## src/rtl/rle_run_literal_decoder_assert.svh

```systemverilog
// Assertion macros shared by the run/literal decoder RTL.
`ifndef RLE_RUN_LITERAL_DECODER_ASSERT_SVH
`define RLE_RUN_LITERAL_DECODER_ASSERT_SVH

// Same-cycle implication, disabled during reset
`define RLD_ASSERT_IMP(lbl, clk, rst, ante, cons) \
  lbl: assert property (@(posedge clk) disable iff (rst) (ante) |-> (cons)) \
    else $error("rld assertion failed");

// Next-cycle implication, disabled during reset
`define RLD_ASSERT_NXT(lbl, clk, rst, ante, cons) \
  lbl: assert property (@(posedge clk) disable iff (rst) (ante) |=> (cons)) \
    else $error("rld assertion failed");

`endif

```

## src/rtl/rld_pkg.sv

```systemverilog
// Shared types and constants of the run/literal decoder.
package rld_pkg;

  // Width of the pixel total and of the pixel target register
  localparam int PIXEL_COUNT_BITS = 44;
  localparam int COUNT_BITS       = 15;

  typedef logic [PIXEL_COUNT_BITS-1:0] pixel_count_t;
  typedef logic [COUNT_BITS-1:0]       run_count_t;

  // Long tokens carry count - 64
  localparam run_count_t LEN_OFFSET = 15'd64;

  // Result status codes
  localparam logic [2:0] ST_OK         = 3'd0;
  localparam logic [2:0] ST_ZERO       = 3'd1;
  localparam logic [2:0] ST_OVERFLOW   = 3'd2;
  localparam logic [2:0] ST_TRUNC      = 3'd3;
  localparam logic [2:0] ST_INCOMPLETE = 3'd4;

  // One result beat
  typedef struct packed {
    logic [7:0] pixel_value;
    run_count_t repeat_count;
    logic [2:0] status;
    logic       channel_end;
  } result_t;

endpackage

```

## src/rtl/rle_run_literal_decoder.sv

```systemverilog
// Top level of the run/literal byte-stream decoder.
//
//  channel | direction | beat contents
//  --------+-----------+----------------------------------------------------------
//  s_*     | in        | tdata[7:0] stream_byte, tlast stream_last
//  m_*     | out       | tdata[7:0] pixel_value, [22:8] repeat_count; tuser status;
//          |           | tlast channel_end
//  cfg_*   | in        | cfg_wdata pixel target, written when cfg_we is high
//
// One byte per cycle sustained while m_tready stays high; a byte is held in the input
// register and its result is then loaded into the output register, set by the
// state update (pixel total add and compare against the pixel target).
// Synchronous rst clears both valid flags, the decode state and the pixel target.
// With m_tready low the result holds, one more byte is taken into the input
// register, then s_tready falls until the result drains.
module rle_run_literal_decoder (
  input  logic                  clk,
  input  logic                  rst,
  input  logic                  cfg_we,
  input  rld_pkg::pixel_count_t cfg_wdata,
  input  logic                  s_tvalid,
  output logic                  s_tready,
  input  logic [7:0]            s_tdata,   // [7:0] stream_byte
  input  logic                  s_tlast,
  output logic                  m_tvalid,
  input  logic                  m_tready,
  output logic [23:0]           m_tdata,   // [7:0] pixel_value, [22:8] repeat_count, [23] 0
  output logic [2:0]            m_tuser,   // [2:0] status
  output logic                  m_tlast
);

  logic             in_valid;
  logic [7:0]       in_byte;
  logic             in_last;
  logic             free;
  logic             fire;
  logic             emit;
  rld_pkg::result_t result;

  // Decode step runs when a byte is held and the result slot is free
  assign fire     = in_valid && free;
  assign s_tready = !in_valid || fire;

  // Input register
  always_ff @(posedge clk) begin
    if (rst) begin
      in_valid <= 1'b0;
    end else if (s_tready) begin
      in_valid <= s_tvalid;
    end
  end

  always_ff @(posedge clk) begin
    if (s_tready && s_tvalid) begin
      in_byte <= s_tdata;
      in_last <= s_tlast;
    end
  end

  rld_decode u_decode (
    .clk       (clk),
    .rst       (rst),
    .cfg_we    (cfg_we),
    .cfg_wdata (cfg_wdata),
    .fire      (fire),
    .in_byte   (in_byte),
    .in_last   (in_last),
    .emit      (emit),
    .result    (result)
  );

  rld_out_reg u_out (
    .clk      (clk),
    .rst      (rst),
    .load     (fire && emit),
    .result   (result),
    .free     (free),
    .m_tvalid (m_tvalid),
    .m_tready (m_tready),
    .m_tdata  (m_tdata),
    .m_tuser  (m_tuser),
    .m_tlast  (m_tlast)
  );

endmodule

```

## src/rtl/rld_decode.sv

```systemverilog
// Token state machine, pixel accounting and result formation for one byte.
`include "rle_run_literal_decoder_assert.svh"

module rld_decode (
  input  logic                  clk,
  input  logic                  rst,
  input  logic                  cfg_we,
  input  rld_pkg::pixel_count_t cfg_wdata,
  input  logic                  fire,
  input  logic [7:0]            in_byte,
  input  logic                  in_last,
  output logic                  emit,
  output rld_pkg::result_t      result
);

  localparam int PW = rld_pkg::PIXEL_COUNT_BITS;

  // Phase codes
  localparam logic [2:0] PH_CTRL    = 3'd0;
  localparam logic [2:0] PH_LOW     = 3'd1;
  localparam logic [2:0] PH_VALUE   = 3'd2;
  localparam logic [2:0] PH_LITDATA = 3'd3;
  localparam logic [2:0] PH_DISCARD = 3'd4;

  logic [2:0]            phase, phase_next;
  logic                  token_is_literal, token_is_literal_next;
  logic [5:0]            count_high_bits, count_high_bits_next;
  rld_pkg::run_count_t   remaining_count, remaining_count_next;
  rld_pkg::pixel_count_t pixels_written, pixels_written_next;
  logic [2:0]            first_error, first_error_next;
  rld_pkg::pixel_count_t pixel_target;

  logic [2:0]            err;
  logic                  produce;
  rld_pkg::run_count_t   cnt_long;
  rld_pkg::run_count_t   chk_count;
  rld_pkg::run_count_t   rem_dec;
  logic [PW:0]           chk_sum;
  logic                  ovf;

  // Long count and the single overflow check shared by the control, low-count and value phases
  assign cnt_long = rld_pkg::run_count_t'({count_high_bits, in_byte}) + rld_pkg::LEN_OFFSET;

  always_comb begin
    case (phase)
      PH_CTRL: chk_count = rld_pkg::run_count_t'(in_byte[5:0]);
      PH_LOW:  chk_count = cnt_long;
      default: chk_count = remaining_count;
    endcase
  end

  assign chk_sum = {1'b0, pixels_written} + (PW+1)'(chk_count);
  assign ovf     = chk_sum > {1'b0, pixel_target};
  assign rem_dec = (remaining_count != '0) ? remaining_count - 15'd1 : remaining_count;

  // Next state and result
  always_comb begin
    phase_next            = phase;
    token_is_literal_next = token_is_literal;
    count_high_bits_next  = count_high_bits;
    remaining_count_next  = remaining_count;
    pixels_written_next   = pixels_written;
    first_error_next      = first_error;
    err                   = rld_pkg::ST_OK;
    produce               = 1'b0;
    result.pixel_value    = 8'd0;
    result.repeat_count   = '0;
    result.status         = rld_pkg::ST_OK;
    result.channel_end    = in_last;

    case (phase)
      PH_CTRL: begin
        token_is_literal_next = in_byte[7];
        if (!in_byte[6]) begin
          if (in_byte[5:0] == 6'd0) begin
            err = rld_pkg::ST_ZERO;
          end else if (in_last) begin
            err = rld_pkg::ST_TRUNC;
          end else begin
            remaining_count_next = rld_pkg::run_count_t'(in_byte[5:0]);
            if (in_byte[7]) begin
              if (ovf) err = rld_pkg::ST_OVERFLOW;
              else     phase_next = PH_LITDATA;
            end else begin
              phase_next = PH_VALUE;
            end
          end
        end else begin
          count_high_bits_next = in_byte[5:0];
          phase_next           = PH_LOW;
          if (in_last) err = rld_pkg::ST_TRUNC;
        end
      end
      PH_LOW: begin
        remaining_count_next = cnt_long;
        if (in_last) begin
          err = rld_pkg::ST_TRUNC;
        end else if (token_is_literal) begin
          if (ovf) err = rld_pkg::ST_OVERFLOW;
          else     phase_next = PH_LITDATA;
        end else begin
          phase_next = PH_VALUE;
        end
      end
      PH_VALUE: begin
        if (ovf) begin
          err = rld_pkg::ST_OVERFLOW;
        end else begin
          result.pixel_value   = in_byte;
          result.repeat_count  = remaining_count;
          pixels_written_next  = pixels_written + PW'(remaining_count);
          remaining_count_next = '0;
          phase_next           = PH_CTRL;
          produce              = 1'b1;
        end
      end
      PH_LITDATA: begin
        if ((remaining_count > 15'd1) && in_last) begin
          err = rld_pkg::ST_TRUNC;
        end else begin
          result.pixel_value   = in_byte;
          result.repeat_count  = 15'd1;
          pixels_written_next  = pixels_written + PW'(1);
          remaining_count_next = rem_dec;
          if (rem_dec == '0) phase_next = PH_CTRL;
          produce              = 1'b1;
        end
      end
      PH_DISCARD: begin
        phase_next = PH_DISCARD;
      end
      default: begin
        phase_next = PH_DISCARD;
      end
    endcase

    // Error, end-of-channel and plain results
    if (err != rld_pkg::ST_OK) begin
      if (first_error == rld_pkg::ST_OK) first_error_next = err;
      result.status       = err;
      result.pixel_value  = 8'd0;
      result.repeat_count = '0;
      phase_next          = PH_DISCARD;
      emit                = 1'b1;
    end else if (in_last) begin
      if (phase == PH_DISCARD) begin
        result.status       = first_error;
        result.pixel_value  = 8'd0;
        result.repeat_count = '0;
      end else begin
        result.status = (pixels_written_next == pixel_target) ?
                        rld_pkg::ST_OK : rld_pkg::ST_INCOMPLETE;
      end
      emit = 1'b1;
    end else begin
      emit = produce;
    end

    // Last byte starts a fresh channel
    if (in_last) begin
      phase_next            = PH_CTRL;
      token_is_literal_next = 1'b0;
      count_high_bits_next  = 6'd0;
      remaining_count_next  = '0;
      pixels_written_next   = '0;
      first_error_next      = rld_pkg::ST_OK;
    end
  end

  // State registers
  always_ff @(posedge clk) begin
    if (rst) begin
      phase            <= PH_CTRL;
      token_is_literal <= 1'b0;
      count_high_bits  <= 6'd0;
      remaining_count  <= '0;
      pixels_written   <= '0;
      first_error      <= rld_pkg::ST_OK;
    end else if (fire) begin
      phase            <= phase_next;
      token_is_literal <= token_is_literal_next;
      count_high_bits  <= count_high_bits_next;
      remaining_count  <= remaining_count_next;
      pixels_written   <= pixels_written_next;
      first_error      <= first_error_next;
    end
  end

  // Configuration register
  always_ff @(posedge clk) begin
    if (rst) begin
      pixel_target <= '0;
    end else if (cfg_we) begin
      pixel_target <= cfg_wdata;
    end
  end

  // Discarding exactly when an error is held
  `RLD_ASSERT_IMP(a_discard_err, clk, rst, 1'b1,
                  (phase == PH_DISCARD) == (first_error != rld_pkg::ST_OK))
  // Mid-stream error results carry no pixels
  `RLD_ASSERT_IMP(a_err_empty, clk, rst,
                  fire && emit && !in_last && (result.status != rld_pkg::ST_OK),
                  (result.repeat_count == '0) && (result.pixel_value == 8'd0))
  // A last byte always closes the channel with a result and a clean state
  `RLD_ASSERT_NXT(a_last_clear, clk, rst, fire && in_last,
                  (phase == PH_CTRL) && (pixels_written == '0) && $past(emit))

endmodule

```

## src/rtl/rld_out_reg.sv

```systemverilog
// Result register on the master side of the decoder.
module rld_out_reg (
  input  logic             clk,
  input  logic             rst,
  input  logic             load,
  input  rld_pkg::result_t result,
  output logic             free,
  output logic             m_tvalid,
  input  logic             m_tready,
  output logic [23:0]      m_tdata,
  output logic [2:0]       m_tuser,
  output logic             m_tlast
);

  rld_pkg::result_t held;

  // Slot can take a new result when empty or being drained this cycle
  assign free = !m_tvalid || m_tready;

  always_ff @(posedge clk) begin
    if (rst) begin
      m_tvalid <= 1'b0;
    end else if (load) begin
      m_tvalid <= 1'b1;
    end else if (m_tready) begin
      m_tvalid <= 1'b0;
    end
  end

  always_ff @(posedge clk) begin
    if (load) held <= result;
  end

  assign m_tdata = {1'b0, held.repeat_count, held.pixel_value};
  assign m_tuser = held.status;
  assign m_tlast = held.channel_end;

endmodule

```

## config.mk

```make
export PLATFORM = sky130hd
export DESIGN_NAME = rle_run_literal_decoder
export DESIGN_NICKNAME = d
export VERILOG_FILES = /design/src/rtl/rld_pkg.sv /design/src/rtl/rle_run_literal_decoder.sv /design/src/rtl/rld_decode.sv /design/src/rtl/rld_out_reg.sv
export VERILOG_INCLUDE_DIRS = /design/src /design/src/rtl
export SDC_FILE = /design/constraint.sdc
export NUM_CORES = 1
export LEC_CHECK = 0
export BUFFER_PORTS_ARGS = -buffer_cell sky130_fd_sc_hd__buf_2
export CORE_ASPECT_RATIO = 0.7
export CORE_MARGIN = 1.5
export CORE_UTILIZATION = 45
export CTS_BUF_LIST = sky130_fd_sc_hd__clkbuf_2
export CTS_CLUSTER_SIZE = 24
export DETAILED_ROUTE_END_ITERATION = 16
export PLACE_DENSITY = 0.64
export SLEW_MARGIN = 20
export SYNTH_ARGS = -nofsm -noshare
export SYNTH_HDL_FRONTEND = slang
export SYNTH_HIERARCHICAL = 1
export SYNTH_SLANG_ARGS = --single-unit
```

## constraint.sdc

```tcl
create_clock -name clk -period 7.95 [get_ports clk]
set_input_delay 1.9875 -clock clk [delete_from_list [all_inputs] [get_ports clk]]
set_output_delay 1.9875 -clock clk [all_outputs]
set_load 0.01 [all_outputs]
```

After elaboration in Yosys (flattened, before gate mapping)
Cells that the tools add are included.
- input port bits: 58
- output and inout port bits: 30
- register bits: 154
- word-level logic and storage cells: 116
- magnitude comparators: 2
- reduce and logical (&&, ||, !) cells: 25
- add/sub/neg operators: 5
- eq/ne operators: 13
- muxes and demuxes: 56
- operator list (kind ; number):
    $mux W44 ; 3
    $mux W15 ; 6
    $pmux W44 S2 ; 1
    $mux W23 ; 3
    $mux W3 ; 21
    $pmux W15 S4 ; 1
    $pmux W23 S2 ; 1
    $add A44 B15 Y45 ; 1
    $gt A45 B44 Y1 ; 1
    $add A44 B1 Y44 const B ; 1
    $add A44 B15 Y44 ; 1
    $eq A44 B44 Y1 ; 1
    $pmux W15 S2 ; 1
    $mux W26 ; 1
    $pmux W3 S4 ; 2
    $mux W6 ; 3
    $add A14 B7 Y15 const B ; 1
    $gt A15 B1 Y1 const B ; 1
    $logic_not A15 Y1 ; 1
    $reduce_bool A15 Y1 ; 1
    $sub A15 B1 Y15 const B ; 1
    $ne A3 B3 Y1 const B ; 4
    $reduce_bool A2 Y1 ; 5
    $mux W1 ; 8
    other kinds (19) ; 31

Longest topological paths before layout
- depth after elaboration: 14
- gate-level depth with buffers: 32
- depth with buffers taken out: 29

Cells and area by module
Netlist, hierarchy kept.
- by module, submodules not included (module ; times used ; sequential area each (um^2) ; area an instance (um^2) ; cells each):
    rld_decode ; 1 ; 2302.2 ; 10837.9 ; 1465
    rld_out_reg ; 1 ; 830.8 ; 868.3 ; 33
    rle_run_literal_decoder ; 1 ; 290.3 ; 340.3 ; 16

Least setup slack after synthesis
OpenSTA, ideal clock, no wires.
- kind: reg-to-reg
- start: register u_decode.phase[1]
- end: register u_out.held, in the netlist u_out/m_tuser[2], data pin
- required time: 7681 ps
- path buffers: 2
- library setup time: 269 ps
- slack: 953 ps
- clock period less this slack: 6997 ps
- stages on the path, launching flop included: 31
- arrival: 6728 ps
- cell sequence: dfxtp_1 > clkbuf_1 > nor2_1 > clkbuf_1 > o21ai_0 > ha_1 > a21o_1 > a21o_1 > a21o_1 > a21oi_1 > o21bai_1 > a211oi_1 > o41ai_1 > a21o_1 > a21oi_1 > nand2b_1 > nand2b_1 > xnor2_1 > ha_1 > nand3_1 > o221ai_1 > a221oi_1 > nand2_1 > o311ai_2 > a21oi_2 > a221oi_1 > xnor2_1 > o31ai_1 > or4_1 > nor4_1 > a31oi_1
- RTL lines (element ; RTL line ; text):
    start, declared ; rld_decode.sv:25 ; logic [2:0] phase, phase_next;
    start signal, assigned ; rld_decode.sv:180 ; phase <= phase_next;
    end signal, assigned ; rld_out_reg.sv:31 ; if (load) held <= result;
    end, declared ; rld_out_reg.sv:15 ; rld_pkg::result_t held;

==> flow_metrics.tcl <==
set metrics [dict create \
    hp-class "reg -> reg" \
    drive_gt1_frac 0.1365 \
    die-area_mm2 0.02778 \
    synth_ff_type "dfxtp_1" \
    numCtsBuffers 17 \
    timing.slew.headroom 0.2803 \
    gp_congestion 1.024 \
    yosys.area.top_type_share 0.1944 \
    async_flop_share 0 \
    port_buffers 86 \
    power_w 0.001524 \
    wl_per_cell_um 21.25 \
    hpwlAfterDp_um 30680 \
    tns_ns 0 \
    grt_pass1_vias 10545 \
    synth_top_family_by_area "simple AND/OR/NAND/NOR gates" \
    peakVddDrop_mv 0.1142 \
    worstReg2RegEnd "u_out/m_tuser[2]" \
    synth_nets 1657 \
    r2r_start "u_decode/phase[1]" \
    startpoint_type "flip-flop" \
    crit_fanout 15 \
    vias 11655 \
    clock_skew_ns 0.05626 \
    r2r_cells 27 \
    drtAntennaViolNets 0 \
    maxCapViolations 0 \
    synth.most_common_cell "nor2_1" \
    setup_viol 0 \
    endpoint_kind "flip-flop" \
    crit_start "u_decode/phase[1]" \
    powerDensity_mw_per_mm2 118.0 \
    total_leakage_power_nw 5.411 \
    status "finished clean" \
    root_buffer "clkbuf_2" \
    worst_pin_slew_ns 1.078 \
    clock_latency_ns 0.87 \
    netlist-cell-type-count 100 \
    syn_area_mm2 0.01205 \
    htreeDepth 4 \
    core-area_mm2 0.02599 \
    fmax_mhz 131.9 \
    io_pins 88 \
    clk_pin_slew_ns 0.22 \
    endpoint "u_out/m_tuser[2]" \
    cp.required_ns 8.55 \
    critPathKind "reg -> reg" \
    yosysTopAreaCell "dfxtp_1" \
    synthAdderAreaFrac 0.08953 \
    synth_compound_area_frac 0.1802 \
    grt_first_pass_wirelength_um 62750 \
    drtIter0Drc 1764 \
    seq_area_frac_synth 0.2842 \
    rows 49 \
    die_height_um 139.9 \
    yosys.area_share.simple 0.2434 \
    synth_area_leaders "dfxtp_1 (19%), edfxtp_1 (9.0%), ha_1 (8.6%)" \
    wl_um 40930 \
    synth_common_cells "nor2_1 (207), nand2_1 (132), dfxtp_1 (117)" \
    synth.area.mux_share 0.04944 \
    hold_violations 0 \
    yosysWarningCount 6 \
    netlist_instances 1514 \
    initial_utilization 0.4634 \
    cts_tree "built" \
    finalMaxSlewViolations 0 \
    grt_max_degree 79 \
    rrSetupSlack_ns 0.37 \
    remaining_drc_errors 0 \
    die_w_um 198.6 \
    period_minus_slack_ns 7.584 \
    grt-ovfl-total 0 \
    nNetsFinal 1698 \
    avgSynthCellArea_um2 7.957 \
    rsz0062_at_grt "false" \
    cts.sinks 153 \
    antenna_found_initial 1 \
    min_period_over_period 0.9539 \
    area_growth_pct 7.250 \
    synth-xor-area-share 0.09379 \
    firstDrtPassIters 6 \
    synth_edf_count 36 \
    cts_buffer_depth 2 \
    arrival_ns 8.19 \
    synth-seq-cells 153 \
    vias_per_cell 6.051 \
    grt.total_usage 0.2963 \
]
## layer usage
layer / routed length [um] / share of wire / GRT usage
met5: 0 / 0 / 0
met4: 477 / 0.012 / 0.06180
met3: 5461 / 0.13 / 0.09680
met2: 14890 / 0.36 / 0.3708
met1: 20090 / 0.49 / 0.4734
## flip-flops by register name (all words and copies together) (netlist names)
register                   cells
u_out/m_tvalid                 1
in_byte                        8
u_decode/count_high_bits       6
u_out/m_tdata                 23
u_out/m_tlast                  1
u_decode/token_is_literal      1
in_valid                       1
u_out/m_tuser                  3
u_decode/remaining_count      15
in_last                        1
u_decode/phase                 3
u_decode/first_error           2
u_decode/pixels_written       44
u_decode/pixel_target         44
## stage by stage
step / utilization / setup slack, ns / area, um2 / hold slack, ns / instances
finish: 0.4970 / 0.3662 / 12920 / 0.5243 / 1926
CTS: 0.4959 / 0.3461 / 12890 / 0.5268 / 1925
floorplan: - / 0.9528 / 12050 / 0.4604 / 1514
global route: 0.4970 / 0.01625 / 12920 / 0.5568 / 1926
detailed placement: 0.4885 / 0.3921 / 12700 / 0.4820 / 1893
global placement: 0.4885 / 0.4520 / 12700 / 0.4760 / 1893
## worst max-delay path: stages (launching register included)
cell,delay [ns]
dfxtp_2,0.41
or2_2,0.46
nand2_1,0.11
o21ai_0,0.24
ha_1,0.31
or3_1,0.40
o21ai_0,0.36
o21ai_1,0.20
a311oi_2,0.36
nor2b_1,0.09
o21ai_0,0.24
or2_2,0.23
nor2_1,0.07
xor2_1,0.22
ha_1,0.29
a21oi_1,0.16
o221ai_1,0.14
a221oi_1,0.40
nand2_1,0.18
o311ai_2,0.47
a21oi_2,0.19
buf_4,0.21
a221oi_1,0.60
xnor2_1,0.29
nor4_2,0.25
nand4_1,0.18
nor4_2,0.18
a31oi_1,0.11
## layout by cell type, fill, tap and decap left out, types with 7 or more instances in the layout
cell,netlist,layout
nand2_1,132,132
xor2_1,53,53
or3_1,9,9
nor4_1,13,13
a21o_1,25,25
xnor2_1,76,76
buf_4,14,30
o21ai_1,5,8
clkbuf_2,3,19
nand4_1,31,31
buf_2,18,85
a211oi_1,9,8
a21oi_1,107,106
and2_1,12,12
mux2i_1,55,55
nor3_1,46,46
nor2_1,207,206
edfxtp_1,36,36
dfxtp_1,117,115
nor2b_1,9,9
inv_1,68,68
and3_1,35,35
ha_1,83,83
nand3_1,50,50
a31oi_1,11,11
or4_1,7,7
a22oi_1,22,22
o21ai_0,64,60
## final cells by class
cell class	instances	area, um2
antenna	1	2.502
clock buffer	19	95.09
clock inverter	13	95.09
fill	2585	13080
inverter	70	262.8
multi-input combinational	1198	7941
sequential	153	3426
tap	357	446.7
timing repair buffer	115	650.6
## where the power goes
part           total (W)  switching [W]  internal (W)
Sequential      0.000851      0.0000276      0.000824
Clock           0.000409       0.000322     0.0000871
Combinational   0.000264       0.000164     0.0000992
## how the worst min path moves through the flow
stage                                         start                   endpoint  cells past startpoint
after floorplan           u_decode/pixel_target[11]  u_decode/pixel_target[11]                      2
final                      u_decode/pixel_target[7]   u_decode/pixel_target[7]                      2
after detailed placement   u_decode/pixel_target[7]   u_decode/pixel_target[7]                      2
after global routing                 u_out/m_tvalid             u_out/m_tvalid                      2
after CTS                  u_decode/pixel_target[7]   u_decode/pixel_target[7]                      2
after global placement      u_decode/first_error[0]    u_decode/first_error[0]                      2
## timing repair
item,CTS,global route
buffers inserted,0,0
hold buffers,0,0
endpoints found under the hold margin,0,0
resized for setup,0,10
endpoints found under the setup margin,0,29
## cells by family after synthesis
family                     after synthesis
other                                    1
adders and majority gates               85
and+or+nand+nor                        597
muxes                                   59
xor gates and xnor gates               129
AOI/OAI and AO/OA                      327
buffers and inverters                  163
DFF                                    153
Power figures use the tool's default switching activity.
